--- src/hdl/lra_pkg.sv ---
`default_nettype none

package lra_pkg;

  // ring geometry and animation constants
  localparam int RING_PIXELS   = 16;
  localparam int BREATHE_TICKS = 200;
  localparam int TAIL_LENGTH   = 4;

  localparam int PIX_W    = $clog2(RING_PIXELS);
  localparam int BRE_W    = $clog2(BREATHE_TICKS);
  localparam int BRE_STEP = 64 / BREATHE_TICKS;
  localparam int BRE_REM  = 64 % BREATHE_TICKS;
  localparam int LVL_W    = $clog2(RING_PIXELS * 200 + 101);

  // descriptor queue between front and back
  localparam int QUEUE_DEPTH = 2;
  localparam int QP_W        = (QUEUE_DEPTH > 1) ? $clog2(QUEUE_DEPTH) : 1;

  // register reset values
  localparam logic [15:0] LEVEL_HOLD_RST = 16'd2000;
  localparam logic [9:0]  FLASH_HALF_RST = 10'd120;
  localparam logic [9:0]  ERROR_HALF_RST = 10'd150;

  localparam logic [7:0]  LEVEL_MAX  = 8'd100;
  localparam logic [8:0]  GAIN_UNITY = 9'd256;
  localparam logic [8:0]  GAIN_DIM   = 9'd16;
  localparam logic [8:0]  GAIN_ZERO  = 9'd0;
  localparam logic [23:0] RGB_BLACK  = 24'h000000;
  localparam logic [23:0] RGB_RED    = 24'hFF0000;

  typedef enum logic [2:0] {
    CMD_TICK       = 3'd0,
    CMD_SET_IDLE   = 3'd1,
    CMD_SHOW_LEVEL = 3'd2,
    CMD_FEEDBACK   = 3'd3,
    CMD_OFF        = 3'd4
  } cmd_t;

  typedef enum logic [1:0] {
    CFG_LEVEL_HOLD = 2'd0,
    CFG_FLASH_HALF = 2'd1,
    CFG_ERROR_HALF = 2'd2
  } cfg_idx_t;

  typedef enum logic [1:0] {
    IDLE_OFF     = 2'd0,
    IDLE_BREATHE = 2'd1,
    IDLE_SOLID   = 2'd2
  } idle_mode_t;

  typedef enum logic [2:0] {
    FB_NONE  = 3'd0,
    FB_CW    = 3'd1,
    FB_CCW   = 3'd2,
    FB_FLASH = 3'd3,
    FB_ERROR = 3'd4
  } fb_mode_t;

  typedef enum logic [1:0] {
    DK_FILL  = 2'd0,
    DK_LEVEL = 2'd1,
    DK_CW    = 2'd2,
    DK_CCW   = 2'd3
  } desc_kind_t;

  typedef enum logic {
    FS_ACCEPT = 1'b0,
    FS_DIVIDE = 1'b1
  } front_state_t;

  // one frame to render, as the back end needs it
  typedef struct packed {
    desc_kind_t        kind;
    logic [23:0]       rgb;
    logic [8:0]        gain;
    logic [PIX_W-1:0]  head;
    logic [LVL_W-1:0]  thr;
  } frame_desc_t;

  typedef struct packed {
    logic full;
    logic empty;
  } queue_stat_t;

  typedef struct packed {
    logic busy;
    logic odd;
  } div_stat_t;

  // first half of the breathe curve, in 1/256 units
  function automatic logic [8:0] gain_half(input logic [5:0] p);
    logic [8:0] g;
    unique case (p)
      6'd0:  g = 9'd13;
      6'd1:  g = 9'd13;
      6'd2:  g = 9'd15;
      6'd3:  g = 9'd18;
      6'd4:  g = 9'd22;
      6'd5:  g = 9'd27;
      6'd6:  g = 9'd33;
      6'd7:  g = 9'd40;
      6'd8:  g = 9'd48;
      6'd9:  g = 9'd57;
      6'd10: g = 9'd67;
      6'd11: g = 9'd77;
      6'd12: g = 9'd88;
      6'd13: g = 9'd99;
      6'd14: g = 9'd111;
      6'd15: g = 9'd122;
      6'd16: g = 9'd134;
      6'd17: g = 9'd146;
      6'd18: g = 9'd158;
      6'd19: g = 9'd170;
      6'd20: g = 9'd181;
      6'd21: g = 9'd192;
      6'd22: g = 9'd202;
      6'd23: g = 9'd212;
      6'd24: g = 9'd220;
      6'd25: g = 9'd228;
      6'd26: g = 9'd236;
      6'd27: g = 9'd242;
      6'd28: g = 9'd247;
      6'd29: g = 9'd251;
      6'd30: g = 9'd254;
      6'd31: g = 9'd255;
      6'd32: g = 9'd256;
      default: g = 9'd0;
    endcase
    return g;
  endfunction

  // comet tail fade, 255 - 55 * distance from the head
  function automatic logic [8:0] tail_gain(input logic [1:0] t);
    logic [8:0] g;
    unique case (t)
      2'd0: g = 9'd255;
      2'd1: g = 9'd200;
      2'd2: g = 9'd145;
      2'd3: g = 9'd90;
    endcase
    return g;
  endfunction

endpackage

`default_nettype wire

--- src/hdl/lra_div.sv ---
`default_nettype none

module lra_div (
  input  wire logic                clk,
  input  wire logic                rst_n,
  input  wire logic                start,
  input  wire logic [31:0]         dividend,
  input  wire logic [9:0]          divisor,
  output lra_pkg::div_stat_t       stat
);

  localparam int DIV_STEPS = 16;
  localparam int CNT_W     = $clog2(DIV_STEPS);

  logic             busy_r, busy_nxt;
  logic             odd_r, odd_nxt;
  logic [CNT_W-1:0] cnt_r, cnt_nxt;
  logic [9:0]       rem_r, rem_nxt;
  logic [31:0]      dvd_r, dvd_nxt;
  logic [9:0]       d_r, d_nxt;

  logic [11:0] partial;
  logic [11:0] d1, d2, d3;
  logic [11:0] sub;
  logic [1:0]  digit;

  // radix-4 restoring step: two quotient bits per cycle
  always_comb begin
    partial = {rem_r, dvd_r[31:30]};
    d1      = {2'b00, d_r};
    d2      = {1'b0, d_r, 1'b0};
    d3      = d1 + d2;
    priority if (partial >= d3) begin
      digit = 2'd3;
      sub   = d3;
    end else if (partial >= d2) begin
      digit = 2'd2;
      sub   = d2;
    end else if (partial >= d1) begin
      digit = 2'd1;
      sub   = d1;
    end else begin
      digit = 2'd0;
      sub   = 12'd0;
    end
  end

  // iteration control
  always_comb begin
    busy_nxt = busy_r;
    odd_nxt  = odd_r;
    cnt_nxt  = cnt_r;
    rem_nxt  = rem_r;
    dvd_nxt  = dvd_r;
    d_nxt    = d_r;
    if (start) begin
      busy_nxt = 1'b1;
      cnt_nxt  = '0;
      rem_nxt  = '0;
      dvd_nxt  = dividend;
      d_nxt    = divisor;
    end else if (busy_r) begin
      rem_nxt = 10'(partial - sub);
      dvd_nxt = {dvd_r[29:0], 2'b00};
      cnt_nxt = cnt_r + CNT_W'(1);
      if (cnt_r == CNT_W'(DIV_STEPS - 1)) begin
        busy_nxt = 1'b0;
        odd_nxt  = digit[0];
      end
    end
  end

  always_ff @(posedge clk) begin
    if (!rst_n) begin
      busy_r <= 1'b0;
      cnt_r  <= '0;
    end else begin
      busy_r <= busy_nxt;
      cnt_r  <= cnt_nxt;
    end
  end

  always_ff @(posedge clk) begin
    odd_r <= odd_nxt;
    rem_r <= rem_nxt;
    dvd_r <= dvd_nxt;
    d_r   <= d_nxt;
  end

  assign stat.busy = busy_r;
  assign stat.odd  = odd_r;

endmodule

`default_nettype wire

--- src/hdl/lra_front.sv ---
`default_nettype none

module lra_front (
  input  wire logic                 clk,
  input  wire logic                 rst_n,
  // command word
  input  wire logic                 in_tvalid,
  output logic                      in_tready,
  input  wire logic [2:0]           in_command,
  input  wire logic [31:0]          in_now,
  input  wire logic [2:0]           in_anim,
  input  wire logic [23:0]          in_rgb,
  input  wire logic [7:0]           in_pct,
  input  wire logic [31:0]          in_dur,
  // register writes
  input  wire logic                 cfg_valid,
  input  wire logic [1:0]           cfg_index,
  input  wire logic [15:0]          cfg_data,
  // descriptor queue
  input  wire lra_pkg::queue_stat_t q_stat,
  output logic                      desc_push,
  output lra_pkg::frame_desc_t      desc
);

  localparam int N = lra_pkg::RING_PIXELS;
  localparam int B = lra_pkg::BREATHE_TICKS;
  localparam int PW = lra_pkg::PIX_W;
  localparam int BW = lra_pkg::BRE_W;
  localparam int LW = lra_pkg::LVL_W;

  lra_pkg::front_state_t state_r, state_nxt;

  logic [15:0] hold_r, hold_nxt;
  logic [9:0]  flash_half_r, flash_half_nxt;
  logic [9:0]  err_half_r, err_half_nxt;

  logic [31:0]   step_r, step_nxt;
  logic [PW-1:0] head_r, head_nxt;
  logic [BW-1:0] bpos_r, bpos_nxt;
  logic [5:0]    bph_r, bph_nxt;
  logic [BW-1:0] brem_r, brem_nxt;

  lra_pkg::idle_mode_t idle_mode_r, idle_mode_nxt;
  logic [23:0]         idle_rgb_r, idle_rgb_nxt;
  logic                lvl_shown_r, lvl_shown_nxt;
  logic [LW-1:0]       lvl_thr_r, lvl_thr_nxt;
  logic [23:0]         lvl_rgb_r, lvl_rgb_nxt;
  logic [31:0]         lvl_exp_r, lvl_exp_nxt;
  lra_pkg::fb_mode_t   fb_mode_r, fb_mode_nxt;
  logic [23:0]         fb_rgb_r, fb_rgb_nxt;
  logic [31:0]         fb_start_r, fb_start_nxt;
  logic [31:0]         fb_len_r, fb_len_nxt;
  logic [23:0]         pend_rgb_r, pend_rgb_nxt;

  lra_pkg::cmd_t cmd;
  logic          acc;

  // tick evaluation
  logic          step_wrap;
  logic [PW-1:0] head_inc;
  logic          bpos_wrap;
  logic [BW-1:0] bpos_inc;
  logic [BW:0]   rem_sum;
  logic [5:0]    bph_inc;
  logic [BW-1:0] brem_inc;
  logic [31:0]   elapsed;
  logic [31:0]   lvl_diff;
  logic          fb_active;
  logic          fb_clear;
  logic          lvl_keep;
  logic [5:0]    bph_sel;
  logic [5:0]    bph_fold;
  logic          tick_div;
  logic [9:0]    half_sel;
  lra_pkg::frame_desc_t tick_desc;
  logic [7:0]    pct_sat;

  logic                 div_start;
  lra_pkg::div_stat_t   div_stat;

  assign cmd = lra_pkg::cmd_t'(in_command);
  assign acc = in_tvalid && in_tready;

  // step counter and its running residues
  always_comb begin
    step_wrap = &step_r;
    head_inc  = (step_wrap || head_r == PW'(N - 1)) ? '0 : head_r + PW'(1);
    bpos_wrap = step_wrap || (({1'b0, bpos_r} + (BW+1)'(1)) == (BW+1)'(B));
    bpos_inc  = bpos_wrap ? '0 : bpos_r + BW'(1);
    rem_sum   = {1'b0, brem_r} + (BW+1)'(lra_pkg::BRE_REM);
    if (bpos_wrap) begin
      bph_inc  = '0;
      brem_inc = '0;
    end else if (rem_sum >= (BW+1)'(B)) begin
      bph_inc  = bph_r + 6'(lra_pkg::BRE_STEP + 1);
      brem_inc = BW'(rem_sum - (BW+1)'(B));
    end else begin
      bph_inc  = bph_r + 6'(lra_pkg::BRE_STEP);
      brem_inc = BW'(rem_sum);
    end
  end

  // what a tick renders
  always_comb begin
    elapsed   = in_now - fb_start_r;
    lvl_diff  = in_now - lvl_exp_r;
    fb_active = (fb_mode_r != lra_pkg::FB_NONE) && (elapsed < fb_len_r);
    fb_clear  = (fb_mode_r != lra_pkg::FB_NONE) && !fb_active;
    lvl_keep  = lvl_shown_r && lvl_diff[31];
    bph_sel   = fb_clear ? 6'd0 : bph_inc;
    bph_fold  = (bph_sel > 6'd32) ? 6'(7'd64 - {1'b0, bph_sel}) : bph_sel;
    half_sel  = (fb_mode_r == lra_pkg::FB_FLASH) ? flash_half_r : err_half_r;
    if (half_sel == 10'd0) begin
      half_sel = 10'd1;
    end
    tick_div       = 1'b0;
    tick_desc.kind = lra_pkg::DK_FILL;
    tick_desc.rgb  = lra_pkg::RGB_BLACK;
    tick_desc.gain = lra_pkg::GAIN_ZERO;
    tick_desc.head = head_inc;
    tick_desc.thr  = lvl_thr_r;
    if (fb_active) begin
      unique case (fb_mode_r)
        lra_pkg::FB_CW: begin
          tick_desc.kind = lra_pkg::DK_CW;
          tick_desc.rgb  = fb_rgb_r;
        end
        lra_pkg::FB_CCW: begin
          tick_desc.kind = lra_pkg::DK_CCW;
          tick_desc.rgb  = fb_rgb_r;
        end
        lra_pkg::FB_FLASH, lra_pkg::FB_ERROR: begin
          tick_div = 1'b1;
        end
        default: begin
          tick_div = 1'b0;
        end
      endcase
    end else if (lvl_keep) begin
      tick_desc.kind = lra_pkg::DK_LEVEL;
      tick_desc.rgb  = lvl_rgb_r;
    end else begin
      unique case (idle_mode_r)
        lra_pkg::IDLE_BREATHE: begin
          tick_desc.rgb  = idle_rgb_r;
          tick_desc.gain = lra_pkg::gain_half(bph_fold);
        end
        lra_pkg::IDLE_SOLID: begin
          tick_desc.rgb  = idle_rgb_r;
          tick_desc.gain = lra_pkg::GAIN_UNITY;
        end
        default: begin
          tick_desc.rgb  = lra_pkg::RGB_BLACK;
        end
      endcase
    end
  end

  // state next
  always_comb begin
    state_nxt = state_r;
    unique case (state_r)
      lra_pkg::FS_ACCEPT: begin
        if (acc && cmd == lra_pkg::CMD_TICK && tick_div) begin
          state_nxt = lra_pkg::FS_DIVIDE;
        end
      end
      lra_pkg::FS_DIVIDE: begin
        if (!div_stat.busy && !q_stat.full) begin
          state_nxt = lra_pkg::FS_ACCEPT;
        end
      end
      default: state_nxt = lra_pkg::FS_ACCEPT;
    endcase
  end

  // state outputs
  always_comb begin
    in_tready = 1'b0;
    desc_push = 1'b0;
    div_start = 1'b0;
    desc      = tick_desc;
    unique case (state_r)
      lra_pkg::FS_ACCEPT: begin
        in_tready = !q_stat.full;
        if (acc && cmd == lra_pkg::CMD_OFF) begin
          desc_push = 1'b1;
          desc.kind = lra_pkg::DK_FILL;
          desc.rgb  = lra_pkg::RGB_BLACK;
          desc.gain = lra_pkg::GAIN_ZERO;
        end else if (acc && cmd == lra_pkg::CMD_TICK) begin
          desc_push = !tick_div;
          div_start = tick_div;
        end
      end
      lra_pkg::FS_DIVIDE: begin
        desc_push = !div_stat.busy && !q_stat.full;
        desc.kind = lra_pkg::DK_FILL;
        desc.rgb  = pend_rgb_r;
        desc.gain = div_stat.odd ? lra_pkg::GAIN_ZERO : lra_pkg::GAIN_UNITY;
      end
      default: begin
        in_tready = 1'b0;
      end
    endcase
  end

  // blink phase: quotient parity of elapsed time over the half period
  lra_div u_div (
    .clk      (clk),
    .rst_n    (rst_n),
    .start    (div_start),
    .dividend (elapsed),
    .divisor  (half_sel),
    .stat     (div_stat)
  );

  assign pct_sat = (in_pct > lra_pkg::LEVEL_MAX) ? lra_pkg::LEVEL_MAX : in_pct;

  // register writes and command effects
  always_comb begin
    hold_nxt       = hold_r;
    flash_half_nxt = flash_half_r;
    err_half_nxt   = err_half_r;
    step_nxt       = step_r;
    head_nxt       = head_r;
    bpos_nxt       = bpos_r;
    bph_nxt        = bph_r;
    brem_nxt       = brem_r;
    idle_mode_nxt  = idle_mode_r;
    idle_rgb_nxt   = idle_rgb_r;
    lvl_shown_nxt  = lvl_shown_r;
    lvl_thr_nxt    = lvl_thr_r;
    lvl_rgb_nxt    = lvl_rgb_r;
    lvl_exp_nxt    = lvl_exp_r;
    fb_mode_nxt    = fb_mode_r;
    fb_rgb_nxt     = fb_rgb_r;
    fb_start_nxt   = fb_start_r;
    fb_len_nxt     = fb_len_r;
    pend_rgb_nxt   = pend_rgb_r;

    if (cfg_valid) begin
      unique case (lra_pkg::cfg_idx_t'(cfg_index))
        lra_pkg::CFG_LEVEL_HOLD: hold_nxt       = cfg_data;
        lra_pkg::CFG_FLASH_HALF: flash_half_nxt = cfg_data[9:0];
        lra_pkg::CFG_ERROR_HALF: err_half_nxt   = cfg_data[9:0];
        default:                 hold_nxt       = hold_r;
      endcase
    end

    if (acc) begin
      unique case (cmd)
        lra_pkg::CMD_TICK: begin
          lvl_shown_nxt = lvl_keep;
          pend_rgb_nxt  = (fb_mode_r == lra_pkg::FB_FLASH) ? fb_rgb_r : lra_pkg::RGB_RED;
          if (fb_clear) begin
            fb_mode_nxt = lra_pkg::FB_NONE;
            step_nxt    = '0;
            head_nxt    = '0;
            bpos_nxt    = '0;
            bph_nxt     = '0;
            brem_nxt    = '0;
          end else begin
            step_nxt = step_r + 32'd1;
            head_nxt = head_inc;
            bpos_nxt = bpos_inc;
            bph_nxt  = bph_inc;
            brem_nxt = brem_inc;
          end
        end
        lra_pkg::CMD_SET_IDLE: begin
          idle_mode_nxt = (in_anim <= 3'(lra_pkg::IDLE_SOLID))
                          ? lra_pkg::idle_mode_t'(in_anim[1:0]) : lra_pkg::IDLE_OFF;
          idle_rgb_nxt  = in_rgb;
          step_nxt      = '0;
          head_nxt      = '0;
          bpos_nxt      = '0;
          bph_nxt       = '0;
          brem_nxt      = '0;
        end
        lra_pkg::CMD_SHOW_LEVEL: begin
          lvl_shown_nxt = 1'b1;
          lvl_thr_nxt   = LW'(pct_sat) * LW'(2 * N) + LW'(100);
          lvl_rgb_nxt   = in_rgb;
          lvl_exp_nxt   = in_now + {16'd0, hold_r};
        end
        lra_pkg::CMD_FEEDBACK: begin
          fb_mode_nxt  = (in_anim <= lra_pkg::FB_ERROR)
                         ? lra_pkg::fb_mode_t'(in_anim) : lra_pkg::FB_NONE;
          fb_rgb_nxt   = in_rgb;
          fb_start_nxt = in_now;
          fb_len_nxt   = in_dur;
        end
        lra_pkg::CMD_OFF: begin
          idle_mode_nxt = lra_pkg::IDLE_OFF;
          idle_rgb_nxt  = lra_pkg::RGB_BLACK;
        end
        default: begin
          step_nxt = step_r;
        end
      endcase
    end
  end

  always_ff @(posedge clk) begin
    if (!rst_n) begin
      state_r      <= lra_pkg::FS_ACCEPT;
      hold_r       <= lra_pkg::LEVEL_HOLD_RST;
      flash_half_r <= lra_pkg::FLASH_HALF_RST;
      err_half_r   <= lra_pkg::ERROR_HALF_RST;
      step_r       <= '0;
      head_r       <= '0;
      bpos_r       <= '0;
      bph_r        <= '0;
      brem_r       <= '0;
      idle_mode_r  <= lra_pkg::IDLE_OFF;
      idle_rgb_r   <= lra_pkg::RGB_BLACK;
      lvl_shown_r  <= 1'b0;
      lvl_thr_r    <= LW'(100);
      lvl_rgb_r    <= lra_pkg::RGB_BLACK;
      lvl_exp_r    <= '0;
      fb_mode_r    <= lra_pkg::FB_NONE;
      fb_rgb_r     <= lra_pkg::RGB_BLACK;
      fb_start_r   <= '0;
      fb_len_r     <= '0;
    end else begin
      state_r      <= state_nxt;
      hold_r       <= hold_nxt;
      flash_half_r <= flash_half_nxt;
      err_half_r   <= err_half_nxt;
      step_r       <= step_nxt;
      head_r       <= head_nxt;
      bpos_r       <= bpos_nxt;
      bph_r        <= bph_nxt;
      brem_r       <= brem_nxt;
      idle_mode_r  <= idle_mode_nxt;
      idle_rgb_r   <= idle_rgb_nxt;
      lvl_shown_r  <= lvl_shown_nxt;
      lvl_thr_r    <= lvl_thr_nxt;
      lvl_rgb_r    <= lvl_rgb_nxt;
      lvl_exp_r    <= lvl_exp_nxt;
      fb_mode_r    <= fb_mode_nxt;
      fb_rgb_r     <= fb_rgb_nxt;
      fb_start_r   <= fb_start_nxt;
      fb_len_r     <= fb_len_nxt;
    end
  end

  always_ff @(posedge clk) begin
    pend_rgb_r <= pend_rgb_nxt;
  end

  // no command words while the blink phase is being worked out
  a_divide_blocks: assert property (@(posedge clk) disable iff (!rst_n)
    state_r == lra_pkg::FS_DIVIDE |-> !in_tready)
    else $error("front accepts a word while dividing");

  a_start_busy: assert property (@(posedge clk) disable iff (!rst_n)
    div_start |=> div_stat.busy && state_r == lra_pkg::FS_DIVIDE)
    else $error("divider not running after start");

  a_push_room: assert property (@(posedge clk) disable iff (!rst_n)
    desc_push |-> !q_stat.full)
    else $error("descriptor pushed into a full queue");

endmodule

`default_nettype wire

--- src/hdl/lra_fifo.sv ---
`default_nettype none

module lra_fifo (
  input  wire logic                 clk,
  input  wire logic                 rst_n,
  input  wire logic                 push,
  input  wire lra_pkg::frame_desc_t wr_desc,
  input  wire logic                 pop,
  output lra_pkg::frame_desc_t      rd_desc,
  output lra_pkg::queue_stat_t      stat
);

  localparam int D  = lra_pkg::QUEUE_DEPTH;
  localparam int PW = lra_pkg::QP_W;

  lra_pkg::frame_desc_t entry_r [D];

  logic [PW-1:0] wr_ptr_r, wr_ptr_nxt;
  logic [PW-1:0] rd_ptr_r, rd_ptr_nxt;
  logic [PW:0]   count_r, count_nxt;

  // pointer and fill tracking
  always_comb begin
    wr_ptr_nxt = wr_ptr_r;
    rd_ptr_nxt = rd_ptr_r;
    count_nxt  = count_r;
    if (push) begin
      wr_ptr_nxt = (wr_ptr_r == PW'(D - 1)) ? '0 : wr_ptr_r + PW'(1);
    end
    if (pop) begin
      rd_ptr_nxt = (rd_ptr_r == PW'(D - 1)) ? '0 : rd_ptr_r + PW'(1);
    end
    if (push && !pop) begin
      count_nxt = count_r + (PW+1)'(1);
    end else if (pop && !push) begin
      count_nxt = count_r - (PW+1)'(1);
    end
  end

  always_ff @(posedge clk) begin
    if (!rst_n) begin
      wr_ptr_r <= '0;
      rd_ptr_r <= '0;
      count_r  <= '0;
    end else begin
      wr_ptr_r <= wr_ptr_nxt;
      rd_ptr_r <= rd_ptr_nxt;
      count_r  <= count_nxt;
    end
  end

  // entry storage
  always_ff @(posedge clk) begin
    if (push) begin
      entry_r[wr_ptr_r] <= wr_desc;
    end
  end

  assign rd_desc    = entry_r[rd_ptr_r];
  assign stat.full  = (count_r == (PW+1)'(D));
  assign stat.empty = (count_r == '0);

  a_count_bound: assert property (@(posedge clk) disable iff (!rst_n)
    count_r <= (PW+1)'(D))
    else $error("queue fill count out of range");

  a_pop_data: assert property (@(posedge clk) disable iff (!rst_n)
    pop |-> !stat.empty)
    else $error("pop from an empty queue");

  a_fill_track: assert property (@(posedge clk) disable iff (!rst_n)
    push && !pop |=> !stat.empty)
    else $error("queue empty right after a push");

endmodule

`default_nettype wire

--- src/hdl/lra_back.sv ---
`default_nettype none

module lra_back (
  input  wire logic                 clk,
  input  wire logic                 rst_n,
  input  wire lra_pkg::frame_desc_t q_desc,
  input  wire lra_pkg::queue_stat_t q_stat,
  output logic                      q_pop,
  output logic                      out_tvalid,
  input  wire logic                 out_tready,
  output logic [3:0]                out_index,
  output logic [7:0]                out_red,
  output logic [7:0]                out_green,
  output logic [7:0]                out_blue,
  output logic                      out_tlast
);

  localparam int N  = lra_pkg::RING_PIXELS;
  localparam int PW = lra_pkg::PIX_W;
  localparam int LW = lra_pkg::LVL_W;

  logic [PW-1:0] pix_cnt_r, pix_cnt_nxt;

  // pixel select stage
  logic          s1_valid_r, s1_valid_nxt;
  logic [23:0]   s1_rgb_r;
  logic [8:0]    s1_k_r;
  logic [3:0]    s1_idx_r;
  logic          s1_last_r;

  // output word
  logic          out_valid_r, out_valid_nxt;
  logic [3:0]    out_idx_r;
  logic [7:0]    out_red_r, out_green_r, out_blue_r;
  logic          out_last_r;

  logic          out_adv;
  logic          s1_take;
  logic          gen;
  logic          pix_last;

  logic [PW:0]   diff;
  logic [PW:0]   tail_dist;
  logic [PW-1:0] ccw_head;
  logic [LW-1:0] lit_bound;
  logic [8:0]    k_sel;

  logic [16:0]   prod_r, prod_g, prod_b;

  // handshake between stages
  always_comb begin
    out_adv  = !out_valid_r || out_tready;
    s1_take  = !s1_valid_r || out_adv;
    gen      = !q_stat.empty && s1_take;
    pix_last = (pix_cnt_r == PW'(N - 1));
    q_pop    = gen && pix_last;
  end

  // per-pixel gain
  always_comb begin
    ccw_head  = PW'(N - 1) - q_desc.head;
    if (q_desc.kind == lra_pkg::DK_CCW) begin
      diff = {1'b0, pix_cnt_r} - {1'b0, ccw_head};
    end else begin
      diff = {1'b0, q_desc.head} - {1'b0, pix_cnt_r};
    end
    tail_dist = diff[PW] ? diff + (PW+1)'(N) : diff;
    lit_bound = (LW'(pix_cnt_r) + LW'(1)) * LW'(200);
    unique case (q_desc.kind)
      lra_pkg::DK_CW, lra_pkg::DK_CCW: begin
        k_sel = (tail_dist < (PW+1)'(lra_pkg::TAIL_LENGTH))
                ? lra_pkg::tail_gain(2'(tail_dist)) : lra_pkg::GAIN_ZERO;
      end
      lra_pkg::DK_LEVEL: begin
        k_sel = (lit_bound <= q_desc.thr) ? lra_pkg::GAIN_UNITY : lra_pkg::GAIN_DIM;
      end
      default: begin
        k_sel = q_desc.gain;
      end
    endcase
  end

  // color scaling
  always_comb begin
    prod_r = 17'(s1_rgb_r[23:16]) * 17'(s1_k_r);
    prod_g = 17'(s1_rgb_r[15:8])  * 17'(s1_k_r);
    prod_b = 17'(s1_rgb_r[7:0])   * 17'(s1_k_r);
  end

  always_comb begin
    pix_cnt_nxt   = pix_cnt_r;
    s1_valid_nxt  = s1_valid_r;
    out_valid_nxt = out_valid_r;
    if (gen) begin
      pix_cnt_nxt = pix_last ? '0 : pix_cnt_r + PW'(1);
    end
    if (gen) begin
      s1_valid_nxt = 1'b1;
    end else if (out_adv) begin
      s1_valid_nxt = 1'b0;
    end
    if (out_adv) begin
      out_valid_nxt = s1_valid_r;
    end
  end

  always_ff @(posedge clk) begin
    if (!rst_n) begin
      pix_cnt_r   <= '0;
      s1_valid_r  <= 1'b0;
      out_valid_r <= 1'b0;
    end else begin
      pix_cnt_r   <= pix_cnt_nxt;
      s1_valid_r  <= s1_valid_nxt;
      out_valid_r <= out_valid_nxt;
    end
  end

  always_ff @(posedge clk) begin
    if (gen) begin
      s1_rgb_r  <= q_desc.rgb;
      s1_k_r    <= k_sel;
      s1_idx_r  <= 4'(pix_cnt_r);
      s1_last_r <= pix_last;
    end
    if (out_adv && s1_valid_r) begin
      out_idx_r   <= s1_idx_r;
      out_red_r   <= prod_r[15:8];
      out_green_r <= prod_g[15:8];
      out_blue_r  <= prod_b[15:8];
      out_last_r  <= s1_last_r;
    end
  end

  assign out_tvalid = out_valid_r;
  assign out_index  = out_idx_r;
  assign out_red    = out_red_r;
  assign out_green  = out_green_r;
  assign out_blue   = out_blue_r;
  assign out_tlast  = out_last_r;

  a_last_index: assert property (@(posedge clk) disable iff (!rst_n)
    out_valid_r && out_last_r |-> out_idx_r == 4'(N - 1))
    else $error("frame ends on the wrong pixel");

  a_pop_on_last: assert property (@(posedge clk) disable iff (!rst_n)
    q_pop |=> s1_valid_r && s1_last_r && pix_cnt_r == '0)
    else $error("descriptor released before its last pixel");

  a_count_range: assert property (@(posedge clk) disable iff (!rst_n)
    pix_cnt_r <= PW'(N - 1))
    else $error("pixel counter out of range");

endmodule

`default_nettype wire

--- src/hdl/led_ring_animation_engine.sv ---
// A tick or off word is written into the descriptor queue, and its first pixel then passes
// the pixel select and output registers; a tick that renders flash or error blinking first
// goes through the radix-4 phase divider. Throughput: one pixel per cycle while out_tready
// allows, set by the single pixel pipeline of the back end; a flash or error tick holds the
// input while its phase is divided; command words are taken only while the queue has room.
// Reset: rst_n is synchronous and active low; registers return to 2000, 120 and 150 ms
// and all animation state, the descriptor queue and the output valid flag are cleared.
`default_nettype none

module led_ring_animation_engine (
  input  wire logic         clk,
  input  wire logic         rst_n,
  // command words
  input  wire logic         in_tvalid,
  output logic              in_tready,
  // now_ms[31:0], anim_code[34:32], red_in[42:35], green_in[50:43],
  // blue_in[58:51], level_pct[66:59], duration_ms[98:67], zero pad[103:99]
  input  wire logic [103:0] in_tdata,
  // command[2:0]
  input  wire logic [2:0]   in_tuser,
  // pixel words
  output logic              out_tvalid,
  input  wire logic         out_tready,
  // pixel_index[3:0], pix_red[11:4], pix_green[19:12], pix_blue[27:20], zero pad[31:28]
  output logic [31:0]       out_tdata,
  output logic              out_tlast,
  // register writes
  input  wire logic         cfg_valid,
  output logic              cfg_ready,
  input  wire logic [1:0]   cfg_index,
  input  wire logic [15:0]  cfg_data
);

  lra_pkg::queue_stat_t q_stat;
  lra_pkg::frame_desc_t push_desc;
  lra_pkg::frame_desc_t head_desc;
  logic                 desc_push;
  logic                 q_pop;
  logic [3:0]           pix_index;
  logic [7:0]           pix_red, pix_green, pix_blue;

  assign cfg_ready = 1'b1;

  // command decode and animation state
  lra_front u_front (
    .clk        (clk),
    .rst_n      (rst_n),
    .in_tvalid  (in_tvalid),
    .in_tready  (in_tready),
    .in_command (in_tuser),
    .in_now     (in_tdata[31:0]),
    .in_anim    (in_tdata[34:32]),
    .in_rgb     ({in_tdata[42:35], in_tdata[50:43], in_tdata[58:51]}),
    .in_pct     (in_tdata[66:59]),
    .in_dur     (in_tdata[98:67]),
    .cfg_valid  (cfg_valid),
    .cfg_index  (cfg_index),
    .cfg_data   (cfg_data),
    .q_stat     (q_stat),
    .desc_push  (desc_push),
    .desc       (push_desc)
  );

  // frame descriptors waiting for the renderer
  lra_fifo u_fifo (
    .clk     (clk),
    .rst_n   (rst_n),
    .push    (desc_push),
    .wr_desc (push_desc),
    .pop     (q_pop),
    .rd_desc (head_desc),
    .stat    (q_stat)
  );

  // pixel renderer
  lra_back u_back (
    .clk        (clk),
    .rst_n      (rst_n),
    .q_desc     (head_desc),
    .q_stat     (q_stat),
    .q_pop      (q_pop),
    .out_tvalid (out_tvalid),
    .out_tready (out_tready),
    .out_index  (pix_index),
    .out_red    (pix_red),
    .out_green  (pix_green),
    .out_blue   (pix_blue),
    .out_tlast  (out_tlast)
  );

  assign out_tdata = {4'b0000, pix_blue, pix_green, pix_red, pix_index};

endmodule

`default_nettype wire

--- config.mk ---
export PLATFORM = sky130hd
export DESIGN_NAME = led_ring_animation_engine
export DESIGN_NICKNAME = d
export VERILOG_FILES = /design/src/hdl/lra_pkg.sv /design/src/hdl/lra_div.sv /design/src/hdl/lra_front.sv /design/src/hdl/lra_fifo.sv /design/src/hdl/lra_back.sv /design/src/hdl/led_ring_animation_engine.sv
export SDC_FILE = /design/constraint.sdc
export NUM_CORES = 2
export LEC_CHECK = 0
export BUFFER_PORTS_ARGS = -buffer_cell sky130_fd_sc_hd__buf_4
export CORE_MARGIN = 4
export CORE_UTILIZATION = 55
export CTS_BUF_LIST = sky130_fd_sc_hd__clkbuf_16
export CTS_CLUSTER_DIAMETER = 200
export DETAILED_ROUTE_END_ITERATION = 12
export PLACE_DENSITY = 0.73
export SLEW_MARGIN = 30
export SYNTH_ARGS = -nofsm -noshare
export SYNTH_HDL_FRONTEND = slang
export SYNTH_SLANG_ARGS = --single-unit
--- constraint.sdc ---
create_clock -name clk -period 20.8 [get_ports clk]
set_input_delay 3.12 -clock clk [delete_from_list [all_inputs] [get_ports clk]]
set_output_delay 3.12 -clock clk [all_outputs]
set_load 0.05 [all_outputs]
# Word level (Yosys, flattened, before mapping)
# Memories as Yosys holds them, arrays and structs flattened. A register that Yosys moved wholly into a read port is not among the register bits.
# Cells that the tools add are included.
dict set report classes {
  addsub 25
  mul 4
  magnitude_cmp 11
  eq_ne 24
  muxes 76
  bitwise_logic 3
  n_reduce_logical 55
}
# op count
set op_table {}
lappend op_table {{$mux 32} 3}
lappend op_table {{$pmux 35 s2} 1}
lappend op_table {{$pmux 32 s2} 1}
lappend op_table {{$sub 32x32->32} 2}
lappend op_table {{$pmux 26 s2} 1}
lappend op_table {{$mul 8x9->16} 3}
lappend op_table {{$mux 24} 2}
lappend op_table {{$pmux 24 s2} 1}
lappend op_table {{$mux 9} 5}
lappend op_table {{$mux 10} 4}
lappend op_table {{$mux 8} 5}
lappend op_table {{$pmux 9 s2} 2}
lappend op_table {{$pmux 9 s4} 1}
lappend op_table {{$mux 35} 1}
lappend op_table {{$add 32x1->32 const B} 1}
lappend op_table {{$add 32x16->32} 1}
lappend op_table {{$lt 32x32->1} 1}
lappend op_table {{$pmux 8 s2} 2}
lappend op_table {{$reduce_and 32->1} 1}
lappend op_table {{$mux 26} 1}
lappend op_table {{$mux 1} 24}
lappend op_table {{$mux 6} 4}
lappend op_table {{$reduce_and 2->1} 9}
lappend op_table {{$eq 2x2->1 const B} 7}
lappend op_table {{other kinds (56)} 115}
dict set report totals {
  register_bits 440
  mem_bits_rw 102
  romBits 576
  input_bits 130
  output_inout_bits 36
  wordCells 241
  mem_count 2
}
# name depth word_bits rd rd_clocked_by_memory_dff write_ports line
set memory_table {}
lappend memory_table {{(no name shown)} 64 9 1 0 0 lra_pkg.sv:94} ;# unique case (p)
lappend memory_table {u_fifo.entry_r 2 51 1 1 1 lra_fifo.sv:16} ;# lra_pkg::frame_desc_t entry_r [D];

# Logic depth before layout (Yosys ltp)
# An unclocked memory read counts as a cell.
dict set report depth {
  depth_word 14
  mapped_depth 36
}

# Cells and area by module
# From an unflattened synthesis, not the netlist that was laid out.
dict set report hier_totals {
  hier_cells 3724
  hier_area_um2 34867.2
}
# mod instances cells_each area_each_um2 seq_area_each_um2
set modules_own_cells {}
lappend modules_own_cells {lra_front 1 2253 17545.6 6185.9}
lappend modules_own_cells {lra_back 1 934 9457.8 2132.0}
lappend modules_own_cells {lra_div 1 349 3920.0 1591.5}
lappend modules_own_cells {lra_fifo 1 181 3898.7 3163.0}
lappend modules_own_cells {led_ring_animation_engine 1 7 45.0 0.0}

# Least setup slack after synthesis
# No wires, ideal clock.
dict set report synth_path {
  path_kind {input -> register}
  start {input in_tdata[0]}
  end {memory u_fifo.entry_r[0][18] (netlist name), data pin}
  arrival_ps 9668
  path_slack_ps 10852
  path_stages 36
  cell_sequence {inv_1 > ha_1 > inv_1 > fa_1 > a211oi_1 > o21ai_1 > a211oi_1 > o211ai_1 > a21oi_1 > o2111ai_1 > a31oi_1 > xnor2_1 > ha_1 > a21o_1 > a21o_1 > a21oi_1 > nor2_1 > a211oi_2 > o21ai_2 > buf_2 > nor2_1 > inv_1 > ha_1 > and3_1 > a32oi_1 > o211ai_1 > a31oi_1 > mux2i_1 > nand2b_1 > inv_1 > ha_1 > inv_1 > nand2_1 > o21ai_0 > a221oi_1 > a211oi_2}
}
# item line
set synth_rtl {}
lappend synth_rtl {{start, declared} led_ring_animation_engine.sv:18} ;# input wire logic [103:0] in_tdata,
lappend synth_rtl {{end, declared} lra_fifo.sv:16}

==> run_results.csv <==
group,metric,value,unit
global_routing,grt_max_degree,173,
critical_path,cp_max_fo,14,
power_and_ir_drop,total_power,2.99,mW
global_routing,grt_overflow,0,
routing,drt-initial-drc-count,1674,
routing,routed_wl,77800,um
routing,ant_nets,0,
sta,rsz0062_at_grt,"false",
routing,vias_per_cell,5.58,
synth,syn_area_per_cell,9.17,sq um
global_routing,grt_pass1_vias,25400,
critical_path,cp.arrival,11.56,ns
critical_path,r2r-end,"u_fifo.entry_r[0][18]$_DFFE_PP_",
routing,route.met2.wl,37500,um
critical_path,endpoint_kind,"flop",
sta,maxSlewViolCount,0,
cells_and_area,final_common_cell,"nand2_1",
die,num_rows,91,
die,core,0.0616,sq mm
sta,setup_viol,0,
synth,syn-cell-area,0.0341,sq mm
clock_tree,tritoncts.num_buffers,55,
cells_and_area,mostFrequentLayoutCells,"nand2_1, inv_1, ha_1",
routing,drtPass1Iterations,6,
sta,tightest_slew,1.01,ns
cells_and_area,area_growth_syn_to_layout,10.6,%
synth,synthFlopType,"dfxtp_1",
hold_path,hold_depth,0,
critical_path,critical_path.slowest_cell,"a21oi_1",
cells_and_area,fin_cells,4690,
die,die_h,257,um
die,pin_count,166,
synth,ys_warn_count,0,
synth,synth-async-reset-ratio,0,%
clock_tree,clk_pin_slew,0.06,ns
cells_and_area,layout-drive-gt1-share,9.29,%
sta,post-route-period-util,54.0,%
clock_tree,cts_sinks,525,
sta,fmax,89.0,MHz
critical_path,crit_required,21.12,ns
global_routing,grt_pass1_wl,128000,um
clock_tree,cts_tree,"built",
power_and_ir_drop,p_leak,15.1,nW
synth,seq_area_frac_synth,37.4,%
sta,finalHoldViolations,0,
placement,place_area,0.0360,sq mm
cells_and_area,fin_nets,4372,
power_and_ir_drop,ir_drop,0.0582,mV
global_routing,grt_usage,23.1,%
outcome,status,"finished, final reports clean",
placement,hpwl,54900,um
hold_path,holdPathEnd,"u_back.out_index[0]$_DFFE_PP_",
clock_tree,clock_latency,0.62,ns
clock_tree,ctsResizeCount,0,
sta,finClkSkew,0.0325,ns
synth,ys_seq_elements,525,
critical_path,max_stage_delay,0.53,ns
critical_path,worstRegToRegCells,34,
critical_path,start_kind,"input pin",
hold_path,min_path_type,"reg2reg",
cells_and_area,nFillCells,5281,
die,dieArea,0.0661,sq mm
synth,netlist-cell-type-count,100,
global_routing,antenna_found_initial,4,
routing,vias,26200,
routing,drc_errors,0,
routing,wl_per_cell,16.6,um
critical_path,reg2reg_from,"u_front.fb_start_r[0]$_SDFFE_PN0P_",
clock_tree,htreeDepth,2,
placement,dp_cells,4583,
placement,port_buffers,155,
critical_path,crit_type,"in2reg",
critical_path,path_common_cell,"inv_1",
die,fp.dieW,257,um
run,maxCapViolations,0,
routing,dr_wl_met3,3830,um
clock_tree,holdBufCountCts,0,
placement,place_congestion,0.900,
routing,maxUsedRoutingLayer,"met5",
power_and_ir_drop,powerDensity,79.2,mW/mm^2
sta,min_period,11.24,ns
clock_tree,post_cts_buffers,0,
hold_path,hold_start,"u_back.s1_idx_r[0]$_DFFE_PP_",
synth,synthCells,3724,
cells_and_area,utilization,61.3,%
sta,slew_headroom,32.6,%
cells_and_area,design_area,0.0378,sq mm
critical_path,reg2reg_slack,11.94,ns
routing,wl_met1,34400,um
synth,synth-edff-count,226,
clock_tree,cts-root-buf,"clkbuf_16",
die,start_util,55.4,%
clock_tree,cts_buffer_depth,3,
sta,fin_tns_setup,0,ns
-- worst max path at each step --
stage	from	to	slack, ns	cells past startpoint
4_1_cts	in_tdata[0]	u_fifo.entry_r[1][18]$_DFFE_PP_	9.68	36
5_1_grt	in_tdata[0]	u_fifo.entry_r[1][18]$_DFFE_PP_	9.09	36
2_1_floorplan	in_tdata[0]	u_fifo.entry_r[0][18]$_DFFE_PP_	10.85	36
3_5_place_dp	in_tdata[0]	u_fifo.entry_r[1][18]$_DFFE_PP_	9.08	36
6_report	in_tdata[0]	u_fifo.entry_r[0][18]$_DFFE_PP_	9.56	36
3_3_place_gp	in_tdata[0]	u_fifo.entry_r[0][18]$_DFFE_PP_	9.23	36
-- registers in the layout (all words and copies together), names as in the netlist, 32 cells and up, named ones only --
signal / cells
u_fifo.entry_r: 92
u_front.lvl_exp_r: 32
u_front.fb_start_r: 32
u_front.fb_len_r: 32
u_front.u_div.dvd_r: 32
u_front.step_r: 32
-- worst max-delay path: cells and delay by family --
kind,cells,cell delay [ns]
AOI/OAI and AO/OA,18,4.78
adders and majority gates,5,1.43
xor gates and xnor gates,1,0.12
muxes,1,0.41
and+or+nand+nor,5,1.08
buffers and inverters,6,0.59
-- where the power goes --
part	total, mW	switching [mW]	internal (mW)
Combinational	0.877	0.494	0.383
Clock	0.941	0.410	0.531
Sequential	1.17	0.0328	1.14
-- logic make-up (layout without fill, tap and decap cells) --
family	after synthesis	after routing	share of synthesized area, %
mux	102	102	3.18
other cells	2	6	0.0220
fa+ha+maj	436	436	18.8
buf+inv	479	604	5.40
flops	525	525	37.4
compound gates	755	755	14.3
xor+xnor	137	137	3.61
simple gates	1288	1288	17.3
-- stage by stage --
step / setup slack, ns / hold WS [ns]
3_5_place_dp: 9.08 / 0.427
4_1_cts: 9.68 / 0.437
6_report: 9.56 / 0.437
5_1_grt: 9.09 / 0.452
3_3_place_gp: 9.23 / 0.424
2_1_floorplan: 10.85 / 0.400
-- final cells by class --
class	count	area, sq um	area share, %
Multi-Input combinational cell	2723	19600	51.9
Sequential cell	525	12800	33.8
Timing Repair Buffer	186	1430	3.79
Clock buffer	57	1430	3.78
Inverter	315	1200	3.17
Tap cell	837	1050	2.77
Clock inverter	46	294	0.778
Antenna cell	1	2.50	0.00662
-- routing by layer --
layer  up-vias  global-route usage (%)
li1      13000                       -
met1     12400                    30.5
met2       605                    39.8
met3       129                    3.01
met4         6                    7.12
met5         -                       0
-- synthesized netlist by cell type, types with 16 or more instances --
cell	number	share of area, %
nor2b_1	44	0.81
ha_1	309	11
and3_1	20	0.37
o21ai_0	104	1.5
a22oi_1	62	1.4
a31oi_1	27	0.49
a21o_1	47	1.0
dfxtp_1	299	18
a311oi_1	28	0.72
mux2i_1	60	1.8
nand2_1	630	6.9
nand3_1	68	1.0
and2_1	140	2.6
mux2_2	35	1.2
clkbuf_1	142	1.6
o211ai_1	21	0.46
nor3_1	47	0.69
inv_1	311	3.4
nand2b_1	24	0.44
nor2_1	223	2.5
xor2_1	44	1.1
edfxtp_1	226	20
nand4_1	16	0.29
o21a_1	32	0.70
a21oi_1	282	4.1
fa_1	127	7.4
a211oi_1	26	0.57
xnor2_1	90	2.3
or3_1	19	0.35
o21bai_1	16	0.35
(Power assumes the default switching activity.)
